$ cat src/rtl/hed_pkg.sv
// Shared types, constants and helper functions of the character reference decoder.
package hed_pkg;

  // Default lookahead after an opening ampersand
  localparam int LOOKAHEAD_DEPTH_DEF = 10;

  // Configuration port
  localparam int ADDR_W = 3;
  localparam int DATA_W = 32;
  localparam int LEN_W  = 12;
  localparam logic [LEN_W-1:0] MAX_LENGTH_RST = 12'hFFF;
  localparam logic [LEN_W-1:0] CNT_MAX        = 12'hFFF;

  // Register index, taken from paddr[2]
  localparam logic [0:0] REG_MAX_LENGTH = 1'b0;

  typedef logic [7:0]       byte_t;
  typedef logic [LEN_W-1:0] len_t;

  // Characters of interest
  localparam byte_t CH_AMP  = 8'h26;  // &
  localparam byte_t CH_SEMI = 8'h3B;  // ;
  localparam byte_t CH_HASH = 8'h23;  // #
  localparam byte_t CH_LX   = 8'h78;  // x
  localparam byte_t CH_UX   = 8'h58;  // X
  localparam byte_t CH_0    = 8'h30;
  localparam byte_t CH_9    = 8'h39;
  localparam byte_t CH_LA   = 8'h61;
  localparam byte_t CH_LF   = 8'h66;
  localparam byte_t CH_UA   = 8'h41;
  localparam byte_t CH_UZ   = 8'h5A;
  localparam byte_t HEX_BIAS = 8'h57; // 'a' - 10
  localparam logic [10:0] NUM_LIMIT = 11'd127;

  // Named references
  typedef enum logic [2:0] {
    RN_AMP,
    RN_QUOT,
    RN_APOS,
    RN_LT,
    RN_GT
  } ref_name_t;
  localparam int NUM_NAMES = 5;

  // Engine operations issued by the controller
  typedef enum logic [2:0] {
    OP_NONE,
    OP_FRESH,
    OP_REPLAY,
    OP_FLUSH_AMP,
    OP_FLUSH_TEXT,
    OP_FINISH
  } op_t;

  // Controller states
  typedef enum logic [2:0] {
    S_IDLE,
    S_REPLAY,
    S_FLUSH_AMP,
    S_FLUSH_TEXT,
    S_FINISH
  } state_t;

  typedef struct packed {
    op_t  op;
    logic fresh;      // byte comes from the input channel, not the buffer
  } cmd_t;

  typedef struct packed {
    logic fail;       // open reference fails on this byte
    logic ref_open;   // a reference is open after this byte
    logic replay_end; // read pointer sits on the last byte to scan or flush
    logic pend_empty; // no held bytes
    logic out_free;   // output register can take a byte this cycle
    logic last;       // the item being worked on ends its string
    logic in_ref;
    logic hold_valid;
  } sts_t;

  function automatic byte_t to_lower(byte_t c);
    return (c >= CH_UA && c <= CH_UZ) ? byte_t'(c + 8'd32) : c;
  endfunction

  function automatic logic [2:0] ref_name_len(ref_name_t id);
    logic [2:0] len;
    unique case (id)
      RN_AMP:  len = 3'd3;
      RN_QUOT: len = 3'd4;
      RN_APOS: len = 3'd4;
      RN_LT:   len = 3'd2;
      RN_GT:   len = 3'd2;
      default: len = 3'd0;
    endcase
    return len;
  endfunction

  // Lower-case spelling of each name, by position
  function automatic byte_t ref_name_char(ref_name_t id, logic [1:0] pos);
    byte_t c;
    c = 8'h00;
    unique case (id)
      RN_AMP: begin
        unique case (pos)
          2'd0: c = 8'h61;
          2'd1: c = 8'h6D;
          2'd2: c = 8'h70;
          default: c = 8'h00;
        endcase
      end
      RN_QUOT: begin
        unique case (pos)
          2'd0: c = 8'h71;
          2'd1: c = 8'h75;
          2'd2: c = 8'h6F;
          default: c = 8'h74;
        endcase
      end
      RN_APOS: begin
        unique case (pos)
          2'd0: c = 8'h61;
          2'd1: c = 8'h70;
          2'd2: c = 8'h6F;
          default: c = 8'h73;
        endcase
      end
      RN_LT: begin
        unique case (pos)
          2'd0: c = 8'h6C;
          2'd1: c = 8'h74;
          default: c = 8'h00;
        endcase
      end
      RN_GT: begin
        unique case (pos)
          2'd0: c = 8'h67;
          2'd1: c = 8'h74;
          default: c = 8'h00;
        endcase
      end
      default: c = 8'h00;
    endcase
    return c;
  endfunction

  function automatic byte_t ref_name_value(ref_name_t id);
    byte_t v;
    unique case (id)
      RN_AMP:  v = 8'h26;
      RN_QUOT: v = 8'h22;
      RN_APOS: v = 8'h27;
      RN_LT:   v = 8'h3C;
      RN_GT:   v = 8'h3E;
      default: v = 8'h00;
    endcase
    return v;
  endfunction

endpackage

$ cat src/rtl/hed_if.sv
// Input and output item channels of the character reference decoder.
interface hed_in_if;
  logic           valid;
  logic           ready;
  hed_pkg::byte_t in_char;
  logic           in_last;

  modport source (output valid, in_char, in_last, input ready);
  modport sink   (input valid, in_char, in_last, output ready);
endinterface

interface hed_out_if;
  logic           valid;
  logic           ready;
  hed_pkg::byte_t out_char;
  logic           out_last;
  logic           out_overflow;

  modport source (output valid, out_char, out_last, out_overflow, input ready);
  modport sink   (input valid, out_char, out_last, out_overflow, output ready);
endinterface

$ cat src/rtl/html_entity_decoder.sv
// Top level of the streaming HTML character reference decoder.
//
// Input channel inp carries one text byte per item with in_last on the final
// byte of a string; output channel outp carries decoded bytes with out_last
// on the final decoded byte and out_overflow on every byte at a position of
// max_length or beyond. max_length is written over the APB port at address 0.
// Plain text and successful references are accepted at one input item per
// cycle while the output register has room; the decoded byte sits in the
// output register the cycle after acceptance. A failed reference emits '&'
// and rescans the held bytes and the failing byte, one byte a cycle from the
// lookahead buffer while the output register has room. A failure met during
// the rescan starts a new pass over the bytes after its own '&'.
// The last item of a string keeps its final byte in a hold register and
// releases it with out_last in the finish state, after '&' and the held bytes
// are flushed literally when a reference is still open.
// While the receiver stalls and the output register is full, inp.ready is low
// and the engine waits. Reset clears the controller and scan state and the
// byte count, drops both valid flags and returns max_length to 4095.
module html_entity_decoder #(
  parameter int LOOKAHEAD_DEPTH = hed_pkg::LOOKAHEAD_DEPTH_DEF
) (
  input  logic                       clk,
  input  logic                       rst,
  hed_in_if.sink                     inp,
  hed_out_if.source                  outp,
  input  logic                       psel,
  input  logic                       penable,
  input  logic                       pwrite,
  input  logic [hed_pkg::ADDR_W-1:0] paddr,
  input  logic [hed_pkg::DATA_W-1:0] pwdata,
  output logic [hed_pkg::DATA_W-1:0] prdata,
  output logic                       pready
);
  import hed_pkg::*;

  len_t max_length;
  cmd_t cmd;
  sts_t sts;
  logic in_ready;
  logic reg_sel;

  // Configuration register
  assign pready  = 1'b1;
  assign reg_sel = (paddr[2:2] == REG_MAX_LENGTH);

  always_ff @(posedge clk) begin
    if (rst) begin
      max_length <= MAX_LENGTH_RST;
    end else if (psel && penable && pwrite && pready && reg_sel) begin
      max_length <= pwdata[LEN_W-1:0];
    end
  end

  assign prdata = reg_sel ? {{(DATA_W-LEN_W){1'b0}}, max_length} : '0;

  assign inp.ready = in_ready;

  hed_ctrl u_ctrl (
    .clk      (clk),
    .rst      (rst),
    .in_valid (inp.valid),
    .in_ready (in_ready),
    .cmd      (cmd),
    .sts      (sts)
  );

  hed_datapath #(
    .LOOKAHEAD_DEPTH (LOOKAHEAD_DEPTH)
  ) u_datapath (
    .clk          (clk),
    .rst          (rst),
    .max_length   (max_length),
    .in_char      (inp.in_char),
    .in_last      (inp.in_last),
    .out_ready    (outp.ready),
    .out_valid    (outp.valid),
    .out_char     (outp.out_char),
    .out_last     (outp.out_last),
    .out_overflow (outp.out_overflow),
    .cmd          (cmd),
    .sts          (sts)
  );

endmodule

$ cat src/rtl/hed_datapath.sv
// Datapath: lookahead buffer, incremental reference matcher, hold and output registers.
module hed_datapath #(
  parameter int LOOKAHEAD_DEPTH = hed_pkg::LOOKAHEAD_DEPTH_DEF
) (
  input  logic           clk,
  input  logic           rst,
  input  hed_pkg::len_t  max_length,
  input  hed_pkg::byte_t in_char,
  input  logic           in_last,
  input  logic           out_ready,
  output logic           out_valid,
  output hed_pkg::byte_t out_char,
  output logic           out_last,
  output logic           out_overflow,
  input  hed_pkg::cmd_t  cmd,
  output hed_pkg::sts_t  sts
);
  import hed_pkg::*;

  localparam int IW = $clog2(LOOKAHEAD_DEPTH);
  localparam logic [IW:0]   DEPTH    = (IW+1)'(LOOKAHEAD_DEPTH);
  localparam logic [IW-1:0] LAST_IDX = IW'(LOOKAHEAD_DEPTH - 1);

  // Held bytes sit in a circular window starting at base
  byte_t         buffer [LOOKAHEAD_DEPTH];
  logic [IW-1:0] base;
  logic [IW-1:0] pc;
  logic [IW-1:0] rp;
  logic [IW-1:0] rend;
  logic          in_ref;

  // Incremental match state of the open reference
  logic [NUM_NAMES-1:0] nm;
  logic                 num_ok;
  logic                 num_hex;
  logic                 num_dig;
  logic [6:0]           acc;

  logic  step_last;
  logic  hold_valid;
  byte_t hold_char;
  logic  hold_ovf;
  len_t  emitted_count;

  function automatic logic [IW-1:0] ptr_inc(logic [IW-1:0] x);
    return (x == LAST_IDX) ? '0 : x + 1'b1;
  endfunction

  byte_t                cur;
  byte_t                lc;
  logic [IW:0]          wsum;
  logic [IW-1:0]        wpos;
  logic [IW-1:0]        wpos_m1;
  logic                 eff_last;
  logic                 out_free;
  logic                 is_proc;

  logic                 name_hit;
  byte_t                name_val;
  logic                 dec_ok;
  byte_t                dec_val;

  logic [NUM_NAMES-1:0] nm_upd;
  logic                 dig_dec;
  logic                 dig_hex;
  logic [3:0]           dig_val;
  logic [10:0]          acc_mul;
  logic [10:0]          acc_new;
  logic                 num_ok_upd;
  logic                 num_hex_upd;
  logic                 num_dig_upd;
  logic [6:0]           acc_upd;

  logic                 p_emit;
  byte_t                p_char;
  logic                 p_fail;
  logic                 p_open;
  logic                 p_close;
  logic                 p_append;

  logic                 emit_ev;
  byte_t                emit_ch;
  logic                 ovf;
  logic                 buf_we;

  // Byte selection and window arithmetic
  always_comb begin
    cur      = cmd.fresh ? in_char : buffer[rp];
    lc       = to_lower(cur);
    wsum     = {1'b0, base} + {1'b0, pc};
    wpos     = (wsum >= DEPTH) ? IW'(wsum - DEPTH) : wsum[IW-1:0];
    wpos_m1  = (wpos == '0) ? LAST_IDX : wpos - 1'b1;
    eff_last = cmd.fresh ? in_last : step_last;
    out_free = !out_valid || out_ready;
    is_proc  = (cmd.op == OP_FRESH) || (cmd.op == OP_REPLAY);
  end

  // Result of a ';' given the bytes held so far
  always_comb begin
    name_hit = 1'b0;
    name_val = '0;
    for (int k = 0; k < NUM_NAMES; k++) begin
      if (nm[k] && pc == IW'(ref_name_len(ref_name_t'(k)))) begin
        name_hit = 1'b1;
        name_val = ref_name_value(ref_name_t'(k));
      end
    end
    dec_ok  = name_hit || (num_ok && num_dig);
    dec_val = name_hit ? name_val : {1'b0, acc};
  end

  // Matcher update when a byte joins the held text at position pc
  always_comb begin
    for (int k = 0; k < NUM_NAMES; k++) begin
      nm_upd[k] = nm[k] && (pc < IW'(ref_name_len(ref_name_t'(k)))) &&
                  (lc == ref_name_char(ref_name_t'(k), pc[1:0]));
    end
    dig_dec = (lc >= CH_0) && (lc <= CH_9);
    dig_hex = num_hex && (lc >= CH_LA) && (lc <= CH_LF);
    dig_val = dig_dec ? 4'(lc - CH_0) : 4'(lc - HEX_BIAS);
    acc_mul = num_hex ? {acc, 4'b0000}
                      : ({1'b0, acc, 3'b000} + {3'b000, acc, 1'b0});
    acc_new = acc_mul + {7'b0, dig_val};

    num_ok_upd  = num_ok;
    num_hex_upd = num_hex;
    num_dig_upd = num_dig;
    acc_upd     = acc;
    priority if (pc == '0) begin
      num_ok_upd  = (cur == CH_HASH);
      num_hex_upd = 1'b0;
      num_dig_upd = 1'b0;
      acc_upd     = '0;
    end else if (pc == IW'(1) && (cur == CH_LX || cur == CH_UX)) begin
      num_hex_upd = 1'b1;
    end else if (!(dig_dec || dig_hex) || acc_new > NUM_LIMIT) begin
      num_ok_upd = 1'b0;
    end else begin
      acc_upd     = acc_new[6:0];
      num_dig_upd = 1'b1;
    end
  end

  // What the scanned byte does
  always_comb begin
    p_emit   = 1'b0;
    p_char   = cur;
    p_fail   = 1'b0;
    p_open   = 1'b0;
    p_close  = 1'b0;
    p_append = 1'b0;
    priority if (!in_ref) begin
      if (cur == CH_AMP) p_open = 1'b1;
      else               p_emit = 1'b1;
    end else if (cur == CH_SEMI) begin
      if (dec_ok) begin
        p_emit  = 1'b1;
        p_char  = dec_val;
        p_close = 1'b1;
      end else begin
        p_fail = 1'b1;
      end
    end else if (pc == LAST_IDX) begin
      p_fail = 1'b1;
    end else begin
      p_append = 1'b1;
    end
    if (p_fail) begin
      p_emit = 1'b1;
      p_char = CH_AMP;
    end
  end

  // Emission select
  always_comb begin
    emit_ev = (is_proc && p_emit) || (cmd.op == OP_FLUSH_AMP) ||
              (cmd.op == OP_FLUSH_TEXT);
    if (is_proc)                    emit_ch = p_char;
    else if (cmd.op == OP_FLUSH_AMP) emit_ch = CH_AMP;
    else                             emit_ch = buffer[rp];
    ovf    = (emitted_count >= max_length);
    buf_we = (cmd.op == OP_FRESH) && (p_append || p_fail);
  end

  // Status to the controller
  always_comb begin
    sts.fail       = p_fail;
    sts.ref_open   = p_open || p_append;
    sts.replay_end = (rp == rend);
    sts.pend_empty = (pc == '0);
    sts.out_free   = out_free;
    sts.last       = eff_last;
    sts.in_ref     = in_ref;
    sts.hold_valid = hold_valid;
  end

  // Lookahead buffer
  always_ff @(posedge clk) begin
    if (buf_we) buffer[wpos] <= cur;
  end

  // Scan control state
  always_ff @(posedge clk) begin
    if (rst) begin
      in_ref    <= 1'b0;
      pc        <= '0;
      base      <= '0;
      rp        <= '0;
      rend      <= '0;
      step_last <= 1'b0;
    end else begin
      if (cmd.op == OP_FRESH) step_last <= in_last;
      if (is_proc) begin
        if (p_open) begin
          in_ref <= 1'b1;
          pc     <= '0;
          if (!cmd.fresh) base <= ptr_inc(rp);
        end
        if (p_close) begin
          in_ref <= 1'b0;
          pc     <= '0;
        end
        if (p_append) pc <= pc + 1'b1;
        if (p_fail) begin
          in_ref <= 1'b0;
          pc     <= '0;
          rp     <= base;
          if (cmd.fresh) rend <= wpos;
        end else if (cmd.op == OP_REPLAY) begin
          rp <= ptr_inc(rp);
        end
      end
      unique case (cmd.op)
        OP_FLUSH_AMP: begin
          rp   <= base;
          rend <= wpos_m1;
        end
        OP_FLUSH_TEXT: rp <= ptr_inc(rp);
        OP_FINISH: begin
          in_ref <= 1'b0;
          pc     <= '0;
        end
        default: ;
      endcase
    end
  end

  // Matcher registers
  always_ff @(posedge clk) begin
    if (is_proc && p_open) begin
      nm      <= '1;
      num_ok  <= 1'b0;
      num_hex <= 1'b0;
      num_dig <= 1'b0;
      acc     <= '0;
    end else if (is_proc && p_append) begin
      nm      <= nm_upd;
      num_ok  <= num_ok_upd;
      num_hex <= num_hex_upd;
      num_dig <= num_dig_upd;
      acc     <= acc_upd;
    end
  end

  // Output and hold valid flags, byte count
  always_ff @(posedge clk) begin
    if (rst) begin
      out_valid     <= 1'b0;
      hold_valid    <= 1'b0;
      emitted_count <= '0;
    end else if (emit_ev) begin
      if (emitted_count != CNT_MAX) emitted_count <= emitted_count + 1'b1;
      if (eff_last) begin
        if (hold_valid)     out_valid <= 1'b1;
        else if (out_ready) out_valid <= 1'b0;
        hold_valid <= 1'b1;
      end else begin
        out_valid <= 1'b1;
      end
    end else if (cmd.op == OP_FINISH) begin
      out_valid     <= hold_valid;
      hold_valid    <= 1'b0;
      emitted_count <= '0;
    end else if (out_ready) begin
      out_valid <= 1'b0;
    end
  end

  // Output and hold payload
  always_ff @(posedge clk) begin
    if (emit_ev) begin
      if (eff_last) begin
        if (hold_valid) begin
          out_char     <= hold_char;
          out_overflow <= hold_ovf;
          out_last     <= 1'b0;
        end
        hold_char <= emit_ch;
        hold_ovf  <= ovf;
      end else begin
        out_char     <= emit_ch;
        out_overflow <= ovf;
        out_last     <= 1'b0;
      end
    end else if (cmd.op == OP_FINISH) begin
      out_char     <= hold_char;
      out_overflow <= hold_ovf;
      out_last     <= 1'b1;
    end
  end

endmodule

$ cat src/rtl/hed_ctrl.sv
// Controller: sequences fresh bytes, replays after a failed reference and end-of-string flush.
module hed_ctrl (
  input  logic          clk,
  input  logic          rst,
  input  logic          in_valid,
  output logic          in_ready,
  output hed_pkg::cmd_t cmd,
  input  hed_pkg::sts_t sts
);
  import hed_pkg::*;

  state_t state;
  state_t state_next;

  // State register
  always_ff @(posedge clk) begin
    if (rst) state <= S_IDLE;
    else     state <= state_next;
  end

  // Next state
  always_comb begin
    state_next = state;
    unique case (state)
      S_IDLE: begin
        if (in_valid && sts.out_free) begin
          priority if (sts.fail) state_next = S_REPLAY;
          else if (sts.last)     state_next = sts.ref_open ? S_FLUSH_AMP : S_FINISH;
          else                   state_next = S_IDLE;
        end
      end
      S_REPLAY: begin
        if (sts.out_free) begin
          priority if (sts.fail) state_next = S_REPLAY;
          else if (sts.replay_end) begin
            if (sts.last) state_next = sts.ref_open ? S_FLUSH_AMP : S_FINISH;
            else          state_next = S_IDLE;
          end else begin
            state_next = S_REPLAY;
          end
        end
      end
      S_FLUSH_AMP: begin
        if (sts.out_free) state_next = sts.pend_empty ? S_FINISH : S_FLUSH_TEXT;
      end
      S_FLUSH_TEXT: begin
        if (sts.out_free && sts.replay_end) state_next = S_FINISH;
      end
      S_FINISH: begin
        if (sts.out_free) state_next = S_IDLE;
      end
      default: state_next = S_IDLE;
    endcase
  end

  // Outputs: every operation waits for room in the output register
  always_comb begin
    in_ready  = 1'b0;
    cmd.op    = OP_NONE;
    cmd.fresh = (state == S_IDLE);
    unique case (state)
      S_IDLE: begin
        in_ready = sts.out_free;
        if (in_valid && sts.out_free) cmd.op = OP_FRESH;
      end
      S_REPLAY:     if (sts.out_free) cmd.op = OP_REPLAY;
      S_FLUSH_AMP:  if (sts.out_free) cmd.op = OP_FLUSH_AMP;
      S_FLUSH_TEXT: if (sts.out_free) cmd.op = OP_FLUSH_TEXT;
      S_FINISH:     if (sts.out_free) cmd.op = OP_FINISH;
      default:      cmd.op = OP_NONE;
    endcase
  end

  // The final byte of a string must be parked in the hold register
  a_finish_hold: assert property (@(posedge clk) disable iff (rst)
    (state == S_FINISH) |-> sts.hold_valid)
    else $error("finish without a held byte");

  // Nothing may stay held between strings
  a_idle_no_hold: assert property (@(posedge clk) disable iff (rst)
    (state == S_IDLE) |-> !sts.hold_valid)
    else $error("held byte left over in idle");

  // Flush only runs on an open reference
  a_flush_ref: assert property (@(posedge clk) disable iff (rst)
    (state == S_FLUSH_AMP || state == S_FLUSH_TEXT) |-> sts.in_ref)
    else $error("flush without an open reference");

  // Closing a string leaves no reference open
  a_finish_close: assert property (@(posedge clk) disable iff (rst)
    (state == S_FINISH && sts.out_free) |=> (state == S_IDLE && !sts.in_ref))
    else $error("reference still open after end of string");

endmodule
$ cat src/flat_wrapper.sv
// flat-port wrapper written by rule: the top's interface ports become plain ports
module html_entity_decoder_flat import hed_pkg::*;
#(
  parameter int LOOKAHEAD_DEPTH = hed_pkg::LOOKAHEAD_DEPTH_DEF
)
  (clk, rst, psel, penable, pwrite, paddr, pwdata, prdata, pready, inp_valid, inp_in_char, inp_in_last, inp_ready, outp_valid, outp_out_char, outp_out_last, outp_out_overflow, outp_ready);
  hed_in_if inp_i ();
  hed_out_if outp_i ();
  input  logic clk;
  input  logic rst;
  input  logic psel;
  input  logic penable;
  input  logic pwrite;
  input  logic [hed_pkg::ADDR_W-1:0] paddr;
  input  logic [hed_pkg::DATA_W-1:0] pwdata;
  output logic [hed_pkg::DATA_W-1:0] prdata;
  output logic pready;
  input wire logic [$bits(inp_i.valid)-1:0] inp_valid;
  input wire logic [$bits(inp_i.in_char)-1:0] inp_in_char;
  input wire logic [$bits(inp_i.in_last)-1:0] inp_in_last;
  output wire logic [$bits(inp_i.ready)-1:0] inp_ready;
  output wire logic [$bits(outp_i.valid)-1:0] outp_valid;
  output wire logic [$bits(outp_i.out_char)-1:0] outp_out_char;
  output wire logic [$bits(outp_i.out_last)-1:0] outp_out_last;
  output wire logic [$bits(outp_i.out_overflow)-1:0] outp_out_overflow;
  input wire logic [$bits(outp_i.ready)-1:0] outp_ready;
  assign inp_i.valid = inp_valid;
  assign inp_i.in_char = inp_in_char;
  assign inp_i.in_last = inp_in_last;
  assign inp_ready = inp_i.ready;
  assign outp_valid = outp_i.valid;
  assign outp_out_char = outp_i.out_char;
  assign outp_out_last = outp_i.out_last;
  assign outp_out_overflow = outp_i.out_overflow;
  assign outp_i.ready = outp_ready;
  html_entity_decoder #(.LOOKAHEAD_DEPTH(LOOKAHEAD_DEPTH)) u_core (.clk(clk), .rst(rst), .inp(inp_i), .outp(outp_i), .psel(psel), .penable(penable), .pwrite(pwrite), .paddr(paddr), .pwdata(pwdata), .prdata(prdata), .pready(pready));
endmodule
$ cat config.mk
export PLATFORM = sky130hd
export DESIGN_NAME = html_entity_decoder_flat
export DESIGN_NICKNAME = d
export VERILOG_FILES = /design/src/rtl/hed_pkg.sv /design/src/rtl/hed_if.sv /design/src/rtl/html_entity_decoder.sv /design/src/rtl/hed_datapath.sv /design/src/rtl/hed_ctrl.sv /design/src/flat_wrapper.sv
export SDC_FILE = /design/constraint.sdc
export NUM_CORES = 1
export LEC_CHECK = 0
export ABC_AREA = 1
export BUFFER_PORTS_ARGS = -buffer_cell sky130_fd_sc_hd__buf_2
export CORE_ASPECT_RATIO = 0.75
export CORE_UTILIZATION = 31
export DETAILED_ROUTE_END_ITERATION = 10
export GPL_ROUTABILITY_DRIVEN = 0
export PLACE_DENSITY = 0.49
export REMOVE_ABC_BUFFERS = 1
export SYNTH_ARGS = -nofsm -noshare
export SYNTH_HDL_FRONTEND = slang
export SYNTH_HIERARCHICAL = 1
export SYNTH_SLANG_ARGS = --single-unit
export TNS_END_PERCENT = 20
$ cat constraint.sdc
create_clock -name clk -period 7.5 [get_ports clk]
set_clock_uncertainty 0.05 [all_clocks]
set_input_delay 1.125 -clock clk [delete_from_list [all_inputs] [get_ports clk]]
set_output_delay 1.125 -clock clk [all_outputs]
set_load 0.02 [all_outputs]
Yosys cells after proc, flatten, opt, wreduce, memory -nomap -nowiden
Memories as Yosys holds them, arrays and structs flattened. A register that Yosys moved wholly into a read port is not among the register bits.
Index checks and enable logic that the tools add are counted.
{ "classes": {"n_mux": 118, "order_cmp": 12, "n_addsub": 11, "div": 0, "n_shift": 0, "n_reduce_logical": 70, "eq_ne": 39, "mul": 0, "n_bitwise": 2} }
{ "op_table": {"columns": ["cell", "count"], "rows": [
  ["two-way mux 8 bit", 17],
  ["two-way mux 4 bit", 17],
  ["two-way mux 1 bit", 52],
  ["two-way mux 12 bit", 4],
  ["== test 8 x 7 -> 1 bit", 5],
  ["two-way mux 3 bit", 13],
  ["logical AND 1 bit", 30],
  ["one-hot mux 3 bit (5 select lines)", 2],
  ["one-hot mux 5 bit (3 select lines)", 2],
  ["one-hot mux 7 bit (2 select lines)", 2],
  ["== test 8 x 6 -> 1 bit (second input constant)", 3],
  ["two-way mux 7 bit", 3],
  ["one-hot mux 7 bit (3 select lines)", 1],
  ["== test 8 x 7 -> 1 bit (second input constant)", 2],
  ["greater-or-equal comparator 8 x 7 -> 1 bit (second input constant)", 2],
  ["<= comparator 8 x 7 -> 1 bit (second input constant)", 2],
  ["AND reduction 2 bit", 8],
  ["adder 12 x 1 -> 12 bit (second input constant)", 1],
  ["== test 3 x 2 -> 1 bit (second input constant)", 4],
  ["greater-or-equal comparator 12 bit", 1],
  ["!= test 12 bit (second input constant)", 1],
  ["AND reduction 3 bit", 4],
  ["nonzero test 2 bit", 6],
  ["adder 10 x 8 -> 11 bit", 1],
  ["39 further kinds", 69]
]} }
{ "word_totals": {"ram_bits": 80, "output_inout_bits": 45, "latchBits": 0, "rom_bits": 0, "input_bits": 51, "memories": 1, "wordCells": 274, "reg_bits": 81} }
{ "memory_table": {"columns": ["name", "depth", "width", "read_ports", "rd_ports_with_merged_regs", "wr", "line_no", "source"], "rows": [
  ["u_core.u_datapath.buffer", 10, 8, 1, 1, 1, "hed_datapath.sv:25", "byte_t buffer [LOOKAHEAD_DEPTH];"]
]} }

Logic depth before layout (Yosys ltp)
{ "depth": {"ltp_word": 17, "depth_mapped": 43} }

Cells and area by module
The synthesis kept the hierarchy.
{ "modules_own_cells": {"columns": ["mod", "n_inst", "area_each_um2", "cells_per_inst"], "rows": [
  ["hed_datapath", 1, 8869.8, 1088],
  ["html_entity_decoder", 1, 725.7, 106],
  ["hed_ctrl", 1, 294.0, 55]
]} }

Worst setup path after synthesis
Ideal clock, no wire load.
{ "synth_timing": {"path_kind": "flip-flop to flip-flop", "startpoint": "register u_core.u_ctrl.state[0]", "endpoint": "register u_core.u_datapath.acc[6]", "synth_period_minus_slack_ps": 5038, "path_stages_with_launch": 35, "setup_time_ps": 113, "path_buffers": 1, "t_arrival_ps": 4875, "path_slack_ps": 2462, "path_cell_list": "dfxtp_1 > nor2_1 > inv_1 > nor2_1 > inv_2 > buf_2 > o21ai_2 > inv_1 > ha_1 > nor2_1 > nand2_1 > nor2_2 > nor2_2 > nand3_1 > nand2_2 > inv_1 > nand4_4 > nand2_1 > xor2_1 > inv_1 > fa_1 > nor2_1 > o21ai_0 > nor2_1 > nand2_1 > nor2_1 > nand2_1 > nand2_1 > o211ai_1 > a21oi_2 > nand3_4 > nand2_4 > nand2_1 > nand2_1 > nor2_1"} }
{ "synth_rtl": {"columns": ["item", "line_no", "source"], "rows": [
  ["start: declaration", "hed_ctrl.sv:12", "state_t state;"],
  ["start signal: assignment", "hed_ctrl.sv:18", "else state <= state_next;"],
  ["end signal: assignment", "hed_datapath.sv:261", "acc <= acc_upd;"],
  ["end: declaration", "hed_datapath.sv:37", "logic [6:0] acc;"]
]} }

==> flow_metrics.py <==
metrics = {
    "synth": {
        "synth_cells": 1247,
        "syn_avg_cell_area_sq_um": 7.92,
        "syn_area_sq_um": 9870,
        "synth_warnings": 6,
    },
    "final_layout": {
        "drive_gt1_share_pct": 12.4,
        "fin_nets": 1382,
        "synthToLayoutAreaGrowth_pct": 10.9,
        "fin_util_pct": 35.0,
        "final_common_cell": "nand2_1",
        "layout_common_cells": "nand2_1 (256), inv_1 (173), nor2_1 (130)",
        "postLayoutCellArea_sq_um": 11000,
        "antenna_cells": 0,
    },
    "cts": {
        "htreeDepth": 4,
        "clock_sinks": 165,
        "clockBufferDepth": 2,
        "cts_hold_buf": 0,
        "numCtsBuffers": 17,
        "postCtsSetupBuffers": 0,
        "clockRootBuffer": "clkbuf_16",
        "clk_pin_slew_worst_paths_ns": 0.07,
        "ctsResizeCount": 0,
        "tritoncts": "yes",
        "clock_latency_ns": 0.43,
    },
    "routing": {
        "dr_total_vias": 8128,
        "firstDrtPassIters": 5,
        "wl_per_cell_um": 15.2,
        "totalWireLength_mm": 26.0,
        "ant_nets": 0,
        "via_per_inst": 4.76,
        "drc": 0,
        "drtIter0Drc": 619,
    },
    "sta": {
        "setup_viol": 0,
        "worstMarginPinSlew_ns": 1.09,
        "max_freq_ghz": 0.164,
        "fin_crit_sh_pct": 81.2,
        "final_max_slew_viol_count": 0,
        "period_needed_ns": 6.09,
        "tns_ns": 0,
        "slew-limit-headroom_pct": 27.2,
        "hold_ws_ns": 0.406,
        "grt_setup_unrepaired": "false",
        "hold_viol": 0,
    },
    "floorplanning": {
        "die-area_sq_um": 32600,
        "initial_utilization_pct": 31.5,
        "die_width_um": 208,
        "ios": 96,
        "core-area_sq_um": 31300,
        "rows": 56,
        "die_h_um": 157,
    },
    "worst_setup_path": {
        "cp_num_cells": 37,
        "worstPathArrival_ns": 6.36,
        "cp-endpoint": "u_core/u_datapath/acc[3]$_SDFFE_PP0P_",
        "startpoint_type": "flip-flop",
        "reg2reg_depth": 37,
        "endpoint_kind": "flip-flop",
        "crit_type": "flip-flop to flip-flop",
        "cp_slowest_stage_delay_ns": 0.54,
        "cpMostUsedCell": "nand2_1",
        "reg2reg_slack_ns": 1.41,
        "cp.required_ns": 7.77,
        "cp_top_family": "simple AND/OR/NAND/NOR gates",
        "reg2reg_to": "u_core/u_datapath/acc[3]$_SDFFE_PP0P_",
        "crit_fanout": 38,
        "crit_slowest_cell": "inv_1",
        "cp_num_buf_inv": 5,
    },
    "global_route": {
        "gr-usage-all-layers_pct": 16.5,
        "first_global_vias": 7484,
        "grt_first_pass_wirelength_mm": 41.6,
        "antenna_found_initial": 0,
        "grt_max_degree": 43,
        "overflow": 0,
    },
    "placed_design": {
        "place_area_sq_um": 10400,
        "dpl.hpwl_mm": 19.4,
        "io_buffer_count": 52,
    },
    "power": {
        "p_total_mw": 2.41,
        "power_leakage_nw": 4.84,
        "p_per_area_nw_per_um2": 220,
        "vdd_drop_max_mv": 0.124,
    },
    "run_status": {
        "status": "finished clean",
    },
    "run": {
        "cap_viol_max_count": 0,
    },
    "worst_hold_path": {
        "hold_class": "flip-flop to flip-flop",
    },
}
stage by stage:
step,setup slack [ns],instances
finish,1.41,1708
global route,0.740,1708
CTS,1.43,1708
detailed placement,1.39,1676
global placement,1.40,1676
floorplan,1.83,1212
cell type report:
class                   instances  area [sq um]
clock inverters                15           155
inverters                     186           698
repair buffers                 58           305
flip-flops and latches        165          4290
multi-input cells             861          4570
well taps                     406           508
fillers                      3277         20400
clock buffers                  17           425
routing by layer:
metal	track usage [%]	share of wire [%]
met1	25.5	53
met2	23.5	41
met3	2.65	4.8
met4	4.13	1.1
met5	0	0
tightest hold or removal path, stage by stage, from the launching register on:
cell	delay, ns
dfxtp_1	0.31
nand2_1	0.06
nand2_1	0.04
state kept, by name, summed over array words and instances (netlist names), 3 cells and up, named ones only:
name	cells
u_core/u_ctrl/state	3
u_core/u_datapath/emitted_count	12
u_core/u_datapath/acc	7
u_core/u_datapath/rp	4
u_core/u_datapath/hold_char	8
u_core/u_datapath/base	4
u_core/u_datapath/out_char	8
u_core/max_length	12
u_core/u_datapath/pc	4
u_core/u_datapath/nm	5
u_core/u_datapath/buffer	80
u_core/u_datapath/rend	4
how the worst min path moves through the flow:
stage	from	endpoint	slack (ns)	depth (start not counted)
after detailed placement	u_core/u_datapath/nm[2]$_SDFFE_PP1P_	u_core/u_datapath/nm[2]$_SDFFE_PP1P_	0.39	2
after CTS	u_core/u_datapath/nm[2]$_SDFFE_PP1P_	u_core/u_datapath/nm[2]$_SDFFE_PP1P_	0.40	2
after global placement	u_core/u_datapath/nm[2]$_SDFFE_PP1P_	u_core/u_datapath/nm[2]$_SDFFE_PP1P_	0.39	2
final	u_core/u_datapath/nm[2]$_SDFFE_PP1P_	u_core/u_datapath/nm[2]$_SDFFE_PP1P_	0.41	2
after global routing	u_core/u_datapath/nm[2]$_SDFFE_PP1P_	u_core/u_datapath/nm[2]$_SDFFE_PP1P_	0.43	2
after floorplan	u_core/u_datapath/nm[1]$_SDFFE_PP1P_	u_core/u_datapath/nm[1]$_SDFFE_PP1P_	0.37	2
where the power goes:
part           internal (mW)  leakage (nW)  switching, mW  total [mW]
Sequential              1.03          1.43         0.0333        1.07
Clock                  0.445         0.276          0.412       0.856
Combinational          0.138          3.13          0.354       0.493
Total                   1.62          4.84          0.799        2.41
No activity file was read; power rests on OpenSTA's default activity.
